<file path="src/rtl/core/assert_macros.svh">
// Assertion macros for the airtime budget tracker RTL.
// Depends on nothing; included by files that carry concurrent checks.
`ifndef ASSERT_MACROS_SVH
`define ASSERT_MACROS_SVH

// Same-cycle implication, disabled while reset is high.
`define ASSERT_IMPLIES(lbl, clk, rst, ante, cons) \
   lbl: assert property (@(posedge clk) disable iff (rst) (ante) |-> (cons)) \
      else $error("assertion failed");

// Next-cycle implication, disabled while reset is high.
`define ASSERT_NEXT(lbl, clk, rst, ante, cons) \
   lbl: assert property (@(posedge clk) disable iff (rst) (ante) |=> (cons)) \
      else $error("assertion failed");

`endif

</file>
<file path="src/rtl/core/cabt_pkg.sv">
// Types and constants of the channel airtime budget tracker.
// Depends on nothing; imported by every module of the block.
`timescale 1ns / 1ps

package cabt_pkg;

   localparam int CHAN_W  = 5;
   localparam int TOTAL_W = 6;
   localparam int TIME_W  = 32;
   localparam int MASK_W  = 32;

   // A window is one hour of microseconds; a channel may use one percent of it.
   localparam int SECONDS_PER_WINDOW = 3600;
   localparam int US_PER_SECOND      = 1000000;
   localparam int DUTY_DIVISOR       = 100;

   localparam logic [TOTAL_W-1:0] CHAN_COUNT_RESET = 6'd32;
   localparam logic [TIME_W-1:0]  BUDGET_RESET     =
      32'(SECONDS_PER_WINDOW * (US_PER_SECOND / DUTY_DIVISOR));

   typedef enum logic [0:0] {
      CABT_OP_REPORT  = 1'b0,
      CABT_OP_RESTART = 1'b1
   } cabt_op_type;

   typedef enum logic [0:0] {
      CABT_CSR_CHAN_COUNT = 1'b0,
      CABT_CSR_BUDGET_US  = 1'b1
   } cabt_csr_type;

   typedef struct packed {
      cabt_op_type        op;
      logic [CHAN_W-1:0]  channel;
      logic [TIME_W-1:0]  tx_us;
   } cabt_req_type;

   typedef struct packed {
      logic [TIME_W-1:0] lifetime_used_us;
      logic [TIME_W-1:0] window_used_us;
      logic [MASK_W-1:0] available_mask;
   } cabt_rsp_type;

   typedef struct packed {
      logic [TOTAL_W-1:0] chan_count;
      logic [TIME_W-1:0]  budget_us;
   } cabt_cfg_type;

endpackage

</file>
<file path="src/rtl/core/cabt_req_stage.sv">
// Input register of the airtime budget tracker: holds one request for the engine.
// Depends on cabt_pkg.
`timescale 1ns / 1ps

module cabt_req_stage
   import cabt_pkg::*;
(
   input  logic         clock,
   input  logic         reset,
   input  logic         in_valid,
   output logic         in_ready,
   input  cabt_req_type in_req,
   input  logic         downstream_ready,
   output logic         hold_valid,
   output cabt_req_type hold_req
);

   logic         valid_ff, valid_in;
   cabt_req_type req_ff;
   logic         load;

   // The slot frees up in the same cycle the engine consumes its request.
   assign in_ready = !valid_ff || downstream_ready;
   assign load     = in_valid && in_ready;

   always_comb begin
      valid_in = valid_ff;
      if (load) begin
         valid_in = 1'b1;
      end else if (downstream_ready) begin
         valid_in = 1'b0;
      end
   end

   always_ff @(posedge clock) begin
      if (reset) begin
         valid_ff <= 1'b0;
      end else begin
         valid_ff <= valid_in;
      end
   end

   always_ff @(posedge clock) begin
      if (load) begin
         req_ff <= in_req;
      end
   end

   assign hold_valid = valid_ff;
   assign hold_req   = req_ff;

endmodule

</file>
<file path="src/rtl/core/cabt_engine.sv">
// Per-channel airtime counters, availability mask and their update logic.
// Depends on cabt_pkg.
`timescale 1ns / 1ps

module cabt_engine
   import cabt_pkg::*;
#(
   parameter int NUM_CHANNELS = 32
) (
   input  logic         clock,
   input  logic         reset,
   input  logic         fire,
   input  cabt_req_type req,
   input  cabt_cfg_type cfg,
   output cabt_rsp_type rsp
);

   localparam int IDX_W = (NUM_CHANNELS > 1) ? $clog2(NUM_CHANNELS) : 1;
   localparam logic [TOTAL_W-1:0] CHAN_LIMIT = TOTAL_W'(NUM_CHANNELS);
   localparam logic [MASK_W-1:0]  CHAN_MASK  =
      MASK_W'((64'd1 << NUM_CHANNELS) - 64'd1);

   logic [TIME_W-1:0]       win_ff  [NUM_CHANNELS];
   logic [TIME_W-1:0]       life_ff [NUM_CHANNELS];
   logic [NUM_CHANNELS-1:0] win_valid_ff, win_valid_in;
   logic [NUM_CHANNELS-1:0] life_valid_ff, life_valid_in;
   logic [MASK_W-1:0]       mask_ff, mask_in;

   logic              chan_ok;
   logic [IDX_W-1:0]  idx;
   logic [TIME_W-1:0] win_rd, life_rd;
   logic [TIME_W:0]   win_sum, life_sum;
   logic [TIME_W+1:0] probe;
   logic [TIME_W-1:0] win_in, life_in;
   logic              over_budget;
   logic [MASK_W-1:0] restart_mask;
   logic              do_report, do_restart;

   assign chan_ok = {1'b0, req.channel} < CHAN_LIMIT;
   assign idx     = chan_ok ? req.channel[IDX_W-1:0] : '0;

   // An entry that has not been written since its last clear reads as zero.
   assign win_rd  = win_valid_ff[idx]  ? win_ff[idx]  : '0;
   assign life_rd = life_valid_ff[idx] ? life_ff[idx] : '0;

   assign win_sum  = {1'b0, win_rd}  + {1'b0, req.tx_us};
   assign life_sum = {1'b0, life_rd} + {1'b0, req.tx_us};
   assign win_in   = win_sum[TIME_W]  ? '1 : win_sum[TIME_W-1:0];
   assign life_in  = life_sum[TIME_W] ? '1 : life_sum[TIME_W-1:0];

   // Room for one more transmission of the same length. When the window
   // count saturates, the saturated value plus a nonzero length always
   // exceeds any budget, so only the unsaturated sum needs the probe.
   assign probe = {2'b00, win_rd} + {2'b00, req.tx_us} + {2'b00, req.tx_us};
   assign over_budget = (req.tx_us != '0) &&
                        (win_sum[TIME_W] || (probe > {2'b00, cfg.budget_us}));

   always_comb begin
      for (int i = 0; i < MASK_W; i++) begin
         restart_mask[i] = CHAN_MASK[i] && (TOTAL_W'(i) < cfg.chan_count);
      end
   end

   assign do_restart = fire && (req.op == CABT_OP_RESTART);
   assign do_report  = fire && (req.op == CABT_OP_REPORT) && chan_ok;

   always_comb begin
      win_valid_in  = win_valid_ff;
      life_valid_in = life_valid_ff;
      mask_in       = mask_ff;
      if (do_restart) begin
         win_valid_in = '0;
         mask_in      = restart_mask;
      end else if (do_report) begin
         win_valid_in[idx]  = 1'b1;
         life_valid_in[idx] = 1'b1;
         if (over_budget) begin
            mask_in = mask_ff & ~(MASK_W'(1) << req.channel);
         end
      end
   end

   always_ff @(posedge clock) begin
      if (reset) begin
         win_valid_ff  <= '0;
         life_valid_ff <= '0;
         mask_ff       <= CHAN_MASK;
      end else begin
         win_valid_ff  <= win_valid_in;
         life_valid_ff <= life_valid_in;
         mask_ff       <= mask_in;
      end
   end

   always_ff @(posedge clock) begin
      if (do_report) begin
         win_ff[idx]  <= win_in;
         life_ff[idx] <= life_in;
      end
   end

   // Result as it will stand after this request's update.
   always_comb begin
      rsp.available_mask   = mask_in;
      rsp.window_used_us   = '0;
      rsp.lifetime_used_us = '0;
      if (chan_ok) begin
         if (req.op == CABT_OP_RESTART) begin
            rsp.lifetime_used_us = life_rd;
         end else begin
            rsp.window_used_us   = win_in;
            rsp.lifetime_used_us = life_in;
         end
      end
   end

endmodule

</file>
<file path="src/rtl/core/cabt_rsp_stage.sv">
// Result register of the airtime budget tracker, parting the engine from the output.
// Depends on cabt_pkg.
`timescale 1ns / 1ps

module cabt_rsp_stage
   import cabt_pkg::*;
(
   input  logic         clock,
   input  logic         reset,
   input  logic         load,
   input  cabt_rsp_type in_rsp,
   output logic         can_load,
   output logic         out_valid,
   input  logic         out_ready,
   output cabt_rsp_type out_rsp
);

   logic         valid_ff, valid_in;
   cabt_rsp_type rsp_ff;

   assign can_load = !valid_ff || out_ready;

   always_comb begin
      valid_in = valid_ff;
      if (load) begin
         valid_in = 1'b1;
      end else if (out_ready) begin
         valid_in = 1'b0;
      end
   end

   always_ff @(posedge clock) begin
      if (reset) begin
         valid_ff <= 1'b0;
      end else begin
         valid_ff <= valid_in;
      end
   end

   always_ff @(posedge clock) begin
      if (load) begin
         rsp_ff <= in_rsp;
      end
   end

   assign out_valid = valid_ff;
   assign out_rsp   = rsp_ff;

endmodule

</file>
<file path="src/rtl/core/channel_airtime_budget_tracker.sv">
// Top level of the per-channel airtime budget tracker.
// Depends on cabt_pkg, cabt_req_stage, cabt_engine, cabt_rsp_stage, assert_macros.svh.
//
//   channel   direction  handshake              payload
//   req_      in         req_tvalid/req_tready  tuser: op; tdata: channel, tx_us
//   rsp_      out        rsp_tvalid/rsp_tready  tdata: mask, window, lifetime
//   csr_      in         csr_wen                csr_index, csr_wdata
//
// One request is taken in every cycle while rsp_tready keeps up; it waits in the input
// register, and its result is loaded into the result register. The rate is set
// by the single engine pass that reads, updates and writes the addressed channel's
// counters between the input and result registers.
// Reset is synchronous; counters clear at once through per-entry valid bits, so
// there is no clearing pass. When rsp_tready is low the result register holds,
// the input register takes one more request, and then req_tready drops.
`timescale 1ns / 1ps
`include "assert_macros.svh"

module channel_airtime_budget_tracker
   import cabt_pkg::*;
#(
   parameter int NUM_CHANNELS = 32
) (
   input  logic        clock,
   input  logic        reset,
   // Request channel.
   input  logic        req_tvalid,
   output logic        req_tready,
   input  logic [39:0] req_tdata,   // [4:0] channel, [36:5] tx_us, [39:37] zero
   input  logic [0:0]  req_tuser,   // [0] op
   // Result channel.
   output logic        rsp_tvalid,
   input  logic        rsp_tready,
   output logic [95:0] rsp_tdata,   // [31:0] available_mask, [63:32] window_used_us,
                                    // [95:64] lifetime_used_us
   // Configuration write port.
   input  logic        csr_wen,
   input  logic [0:0]  csr_index,
   input  logic [31:0] csr_wdata
);

   localparam logic [MASK_W-1:0] CHAN_MASK =
      MASK_W'((64'd1 << NUM_CHANNELS) - 64'd1);

   cabt_cfg_type cfg_ff, cfg_in;
   cabt_req_type in_req, hold_req;
   cabt_rsp_type eng_rsp, out_rsp;
   logic         hold_valid;
   logic         can_load;
   logic         fire;

   // Config regs; user writes must arrive only while the block is idle; not enforced.
   always_comb begin
      cfg_in = cfg_ff;
      if (csr_wen) begin
         unique case (cabt_csr_type'(csr_index))
            CABT_CSR_CHAN_COUNT: cfg_in.chan_count = csr_wdata[TOTAL_W-1:0];
            CABT_CSR_BUDGET_US:  cfg_in.budget_us  = csr_wdata[TIME_W-1:0];
         endcase
      end
   end

   always_ff @(posedge clock) begin
      if (reset) begin
         cfg_ff.chan_count <= CHAN_COUNT_RESET;
         cfg_ff.budget_us  <= BUDGET_RESET;
      end else begin
         cfg_ff <= cfg_in;
      end
   end

   // Unpack the request fields from the stream words.
   assign in_req.op      = cabt_op_type'(req_tuser[0]);
   assign in_req.channel = req_tdata[CHAN_W-1:0];
   assign in_req.tx_us   = req_tdata[CHAN_W+TIME_W-1:CHAN_W];

   cabt_req_stage u_req_stage (
      .clock            (clock),
      .reset            (reset),
      .in_valid         (req_tvalid),
      .in_ready         (req_tready),
      .in_req           (in_req),
      .downstream_ready (can_load),
      .hold_valid       (hold_valid),
      .hold_req         (hold_req)
   );

   // The engine commits its state update in the same cycle the result is captured.
   assign fire = hold_valid && can_load;

   cabt_engine #(
      .NUM_CHANNELS (NUM_CHANNELS)
   ) u_engine (
      .clock (clock),
      .reset (reset),
      .fire  (fire),
      .req   (hold_req),
      .cfg   (cfg_ff),
      .rsp   (eng_rsp)
   );

   cabt_rsp_stage u_rsp_stage (
      .clock     (clock),
      .reset     (reset),
      .load      (fire),
      .in_rsp    (eng_rsp),
      .can_load  (can_load),
      .out_valid (rsp_tvalid),
      .out_ready (rsp_tready),
      .out_rsp   (out_rsp)
   );

   assign rsp_tdata = {out_rsp.lifetime_used_us, out_rsp.window_used_us,
                       out_rsp.available_mask};

   // A window count can never run ahead of the lifetime count of the same channel.
   `ASSERT_IMPLIES(a_window_le_lifetime, clock, reset, rsp_tvalid,
      out_rsp.window_used_us <= out_rsp.lifetime_used_us)
   // Channels beyond NUM_CHANNELS are never reported as available.
   `ASSERT_IMPLIES(a_mask_in_range, clock, reset, rsp_tvalid,
      (out_rsp.available_mask & ~CHAN_MASK) == '0)
   // A restart's result shows an empty window.
   `ASSERT_NEXT(a_restart_clears_window, clock, reset,
      fire && (hold_req.op == CABT_OP_RESTART),
      rsp_tvalid && (out_rsp.window_used_us == '0))

endmodule

</file>
<file path="config.mk">
export PLATFORM = sky130hd
export DESIGN_NAME = channel_airtime_budget_tracker
export DESIGN_NICKNAME = d
export VERILOG_FILES = /design/src/rtl/core/cabt_pkg.sv /design/src/rtl/core/cabt_req_stage.sv /design/src/rtl/core/cabt_engine.sv /design/src/rtl/core/cabt_rsp_stage.sv /design/src/rtl/core/channel_airtime_budget_tracker.sv
export VERILOG_INCLUDE_DIRS = /design/src /design/src/rtl/core
export SDC_FILE = /design/constraint.sdc
export NUM_CORES = 2
export LEC_CHECK = 0
export BUFFER_PORTS_ARGS = -buffer_cell sky130_fd_sc_hd__buf_2
export CAP_MARGIN = 20
export CORE_MARGIN = 2
export CORE_UTILIZATION = 30
export DETAILED_ROUTE_END_ITERATION = 16
export GPL_TIMING_DRIVEN = 0
export HOLD_SLACK_MARGIN = 0.12
export SYNTH_ARGS = -nofsm -noshare
export SYNTH_HDL_FRONTEND = slang
export SYNTH_SLANG_ARGS = --single-unit
</file>
<file path="constraint.sdc">
create_clock -name clock -period 7.65 [get_ports clock]
set_input_delay 1.53 -clock clock [delete_from_list [all_inputs] [get_ports clock]]
set_output_delay 1.53 -clock clock [all_outputs]
set_load 0.01 [all_outputs]
</file>
Word-level counts from Yosys, hierarchy flattened:

Memories as Yosys holds them, arrays and structs flattened. A register that Yosys moved wholly into a read port is not among the register bits.
Index checks and enable logic that the tools add are counted.

* multiplexer cells: 22
* reductions and logical operators: 18
* magnitude comparators: 35
* bitwise logic cells: 7
* shifts and indexed selects: 1
* $add $sub $neg: 4

Operators with widths (count)
* $mux 32: 8
* $add 32x32->33: 3
* $lt 5x6->1 const A: 16
* $or 32x32->32: 2
* $lt 4x6->1 const A: 8
* $add 34x32->34: 1
* $gt 34x32->1: 1
* $and 32x32->32: 1
* $not 32->32: 1
* $reduce_bool 32->1: 1
* $shl 1x5->32 const A: 1
* $lt 3x6->1 const A: 4
* $lt 1x6->1 const A: 2
* $lt 2x6->1 const A: 2
* $bmux 1 s5: 2
* $mux 5: 2
* $mux 1: 9
* $logic_and 1x1->1: 6
* $lt 5x6->1 const B: 1
* $reduce_and 2->1: 3
* $demux 1 s5: 1
* $ge 5x1->1 const B: 1
* $reduce_bool 2->1: 2
* $logic_or 1x1->1: 3
* other kinds (3): 6

* input bits: 79
* flip-flop bits (word level): 270
* memory bits (writable): 2048
* output and inout port bits: 98
* word-level logic and storage cells: 102
* memories: 2

Memories
* u_engine.life_ff: depth 32, bits a word 32, read ports 1, clocked after Yosys merged registers in 1, wr ports 1, line cabt_engine.sv:24 `logic [TIME_W-1:0] life_ff [NUM_CHANNELS];`
* u_engine.win_ff: depth 32, bits a word 32, read ports 1, clocked after Yosys merged registers in 1, wr ports 1, line cabt_engine.sv:23 `logic [TIME_W-1:0] win_ff [NUM_CHANNELS];`

Logic depth before layout (Yosys ltp):

* word-level depth: 11
* gate-level depth with buffers: 41
* mapped depth without buffers: 38

Hierarchy:

From an unflattened synthesis, not the netlist that was laid out.

* cells, all modules: 4926
* area, all modules: 93826.2 um2

By module, submodules not included
* cabt_engine: seq. area each 63420.8 um2, instances 1, cells each 4622, area an instance 87893.0 um2
* cabt_rsp_stage: seq. area each 2902.8 um2, instances 1, cells each 100, area an instance 2929.1 um2
* channel_airtime_budget_tracker: seq. area each 760.7 um2, instances 1, cells each 161, area an instance 1808.0 um2
* cabt_req_stage: seq. area each 1161.1 um2, instances 1, cells each 43, area an instance 1196.1 um2

Worst setup path before layout:

No wires, ideal clock.

* kind: register to register
* start: reg (tool-made name)
* end: reg u_rsp_stage.rsp_ff, in the netlist u_rsp_stage.out_rsp[30] (data pin)
* setup slack: -0.638 ns
* buffers on the path: 6
* required time: 7.483 ns
* arrival time: 8.121 ns
* stages on the path, launching flop included: 39
* clock period less this slack: 8.288 ns
* library setup time: 0.167 ns
* cells stage by stage: dfxtp_1 buf_2 buf_2 clkbuf_1 clkbuf_1 mux4_2 mux4_2 mux2i_1 nor2_1 ha_1 clkbuf_1 a21o_1 a21o_1 a21oi_1 o211ai_1 a31o_2 a2111o_1 a31oi_1 (+3 left out) o21ai_0 inv_1 or3_1 o21ai_0 a21oi_1 nand4_1 o311ai_0 ha_1 nand4_1 nor4_1 and3_1 a21o_1 a31oi_1 a211o_1 a31oi_1 a21oi_1 buf_2 a21oi_1

RTL lines
* to (signal assigned): line cabt_rsp_stage.sv:42 `rsp_ff <= in_rsp;`
* to (decl): line cabt_rsp_stage.sv:19 `cabt_rsp_type rsp_ff;`

==> flow_summary_export.csv <==
group,metric,value,unit
run_status,status,"finished with violations",
run_status,failed_checks,"setup timing",
routing,drc,0,
floorplanning,std_cell_rows,205,
final_layout,drive_gt1_share,32.0,%
sta,period_share,115,%
sta,worst_slew_pin_slew,1.19,ns
synth,synthMuxAreaShare,16.8,%
global_route,overflow,0,
pwr,totalPowerFinal,27800,uW
critical_path,crit_family,"compound AO/OA/AOI/OAI gates",
synth,synth_cells,4776,
synth,synth_edf_count,2182,
place,io_buffers,172,
sta,setup_slack,-1.18,ns
sta,hold_viol,0,
worst_hold_path,hold_path_class,"flop to flop",
routing,routed_via_density,5.25,
cts,clkLatencyLatePin,0.90,ns
cts,path_clk_slew,0.06,ns
synth,synth_fa_ha_area_share,1.79,%
critical_path,required,8.36,ns
floorplanning,chipWidth,564,um
routing,ant_nets,0,
critical_path,worstSetupPathType,"flop to flop",
final_layout,final_common_cell,"edfxtp_1",
cts,cts_tree,"built",
synth,synth_seq_cells,2323,
sta,setup_viol,64,
final_layout,mostFrequentLayoutCells,"edfxtp_1 (2182), mux4_2 (656), clkbuf_16 (237), nor2_1 (191), buf_2 (183)",
critical_path,crit_top_cell,"a21oi_2",
critical_path,critPathMaxStageDelay,0.58,ns
synth,synth-async-reset-ratio,0,%
critical_path,slowest_stage,"mux4_2",
critical_path,r2r_setup_slack,-1.18,ns
global_route,grt_usage,17.2,%
routing,detailroute.via_count,51300,
critical_path,cp-endpoint,"u_rsp_stage.out_rsp[5]",
floorplanning,core_area,312000,um2
critical_path,crit_fanout,8,
place,dp_slack,-4.29,ns
critical_path,cp.arrival,9.54,ns
critical_path,critical_path_cell_count,40,
critical_path,startpoint_type,"flop",
synth,syn-num-nets,4988,
cts,clock_path_buffers,4,
final_layout,nNetsFinal,5662,
final_layout,nFillCells,28500,
sta,whs,0.461,ns
cts,htree_levels,4,
final_layout,postLayoutCoreUtil,36.6,%
synth,synth.distinct_cells,71,
sta,min_period,8.83,ns
global_route,antenna_found_initial,5,
global_route,grt_max_degree,62,
routing,wirelength,280000,um
cts,cts-root-buf,"clkbuf_16",
sta,fmax,113,MHz
synth,yosysWarnings,0,
sta,maxSlewViolCount,0,
synth,synthXorXnorAreaFrac,0.773,%
pwr,vdd_drop_max,0.000200,V
routing,initialDrtViolationCount,5857,
floorplanning,num_io_pins,177,
global_route,first_global_vias,51300,
cts,postCtsHoldBufs,0,
final_layout,area_growth,21.4,%
critical_path,reg2reg_to,"u_rsp_stage.out_rsp[5]",
synth,yosys.area_share.simple,2.92,%
global_route,grt_pass1_wl,389000,um
run,max_cap_violations,0,
final_layout,fin_area,114000,um2
routing,dr.pass1.iters,5,
synth,ys.flop_type,"edfxtp_1",
synth,synth-compound-area-share,3.60,%
cts,cts_num_sinks,2323,
place,gp_congestion,0.889,
floorplanning,initial_core_util,30.1,%
synth,yosysSeqAreaShare,72.7,%
pwr,p_per_area,243,nW/um2
cts,cts_buffers,229,
synth,synth_top_family_by_area,"multiplexers",
synth,syn_avg_cell_area,19.7,um2
pwr,power.leakage,0.0371,uW
critical_path,rr_worst_depth,40,
sta,rsz0062_at_grt,"true",
floorplanning,die_y,564,um
critical_path,end_kind,"flop",
floorplanning,dieArea,318000,um2
critical_path,path_buf_inv,7,
place,dp_hpwl,195000,um
sta,relSlewSlack,20.2,%
sta,finalClockSkew,0.0642,ns
place,place_area,103000,um2
synth,synth_area,94000,um2
routing,wl_per_cell,28.7,um
## synthesized netlist by cell type (5+ instances only)
| cell | n | area (um2) |
|---|---|---|
| o21bai_1 | 15 | 113 |
| nor2b_1 | 12 | 75.1 |
| and4_1 | 8 | 70.1 |
| nand3_1 | 26 | 130 |
| inv_1 | 87 | 327 |
| nand2_1 | 190 | 713 |
| mux2_2 | 30 | 338 |
| o211ai_1 | 20 | 150 |
| xor2_1 | 37 | 324 |
| ha_1 | 130 | 1630 |
| a221oi_1 | 5 | 43.8 |
| buf_1 | 75 | 282 |
| dfxtp_1 | 141 | 2820 |
| o21a_1 | 44 | 330 |
| nor3_1 | 31 | 155 |
| a211oi_1 | 12 | 90.1 |
| clkbuf_1 | 159 | 597 |
| a21oi_1 | 192 | 961 |
| nor2_1 | 228 | 856 |
| xnor2_1 | 46 | 403 |
| nand2b_1 | 23 | 144 |
| buf_2 | 13 | 65.1 |
| a31oi_1 | 28 | 175 |
| mux4_2 | 656 | 14800 |
| o21ai_0 | 81 | 405 |
| a22oi_1 | 24 | 180 |
| a21o_1 | 57 | 428 |
| and2_1 | 24 | 150 |
| nor4_1 | 12 | 75.1 |
| mux2i_1 | 71 | 711 |
| and3_1 | 14 | 87.6 |
| edfxtp_1 | 2182 | 65500 |
| nand4_1 | 15 | 93.8 |
| or3_1 | 6 | 37.5 |
| or2_2 | 8 | 50.1 |
## sequential cells by signal (all words and copies together), names as in the netlist, named ones only
register,count
u_req_stage.hold_req,38
u_engine.mask_ff,32
u_engine.life_ff,1024
u_rsp_stage.out_rsp,96
u_rsp_stage.out_valid,1
u_engine.win_valid_ff,32
cfg_ff,38
u_engine.win_ff,1024
u_engine.life_valid_ff,32
u_req_stage.hold_valid,1
## metrics by stage
step / TNS [ns] / cells
after detailed placement: -1302.09 / 9230
after CTS: -57.24 / 9702
final: -69.89 / 9766
after global routing: -89.06 / 9762
after global placement: -8091.81 / 9088
after floorplan: 0 / 4776
## worst min-delay path, stage by stage, from the launching register on
cell and delay, ns:
dfxtp_1 0.31, nand2_1 0.05, a21oi_1 0.05
## power breakdown
part / internal, uW / switching (uW)
clock network: 6340 / 4770
logic: 1110 / 1440
registers: 14000 / 85.9
total: 21500 / 6290
## layout make-up
cell class | count | area [um2] | share of cell area (%)
flip-flops and latches | 2323 | 68400 | 59.9
inverters | 88 | 335 | 0.294
plain buffers | 240 | 1760 | 1.55
clock inverters | 114 | 1180 | 1.04
multi-input cells | 2116 | 25800 | 22.6
repair buffers | 452 | 5360 | 4.70
clock buffers | 288 | 6080 | 5.33
diodes | 5 | 12.5 | 0.0110
well taps | 4140 | 5180 | 4.54
## repair_timing
| action | in CTS | in global routing |
|---|---|---|
| setup buffers | 72 | 35 |
| pin swaps | 66 | 55 |
| resized for setup | 348 | 93 |
| endpoints found under the hold margin | 0 | 0 |
| gates cloned | 6 | 0 |
| endpoints found under the setup margin | 1843 | 301 |
## logic make-up after synthesis
group | Yosys count
DFF | 2323
AOI/OAI and AO/OA | 532
buffers and inverters | 337
xor gates and xnor gates | 83
and+or+nand+nor | 611
muxes | 757
adders and majority gates | 133
## worst min-delay path by stage
stage                                from                         end  cells past startpoint
2_1_floorplan  u_engine.life_valid_ff[10]  u_engine.life_valid_ff[10]                      2
5_1_grt                        cfg_ff[15]                  cfg_ff[15]                      2
6_report                       cfg_ff[19]                  cfg_ff[19]                      2
3_5_place_dp    u_engine.win_valid_ff[14]   u_engine.win_valid_ff[14]                      1
3_3_place_gp     u_engine.win_valid_ff[2]    u_engine.win_valid_ff[2]                      1
4_1_cts                        cfg_ff[15]                  cfg_ff[15]                      2
## routing by layer
layer | track usage, % | vias to the layer above | wire [um]
li1 | - | 21000 | -
met1 | 22.3 | 27300 | 109000
met2 | 28.5 | 2457 | 135000
met3 | 3.44 | 512 | 24300
met4 | 6.66 | 0 | 11800
met5 | 0 | - | 0
No activity file was read; power rests on OpenSTA's default activity.
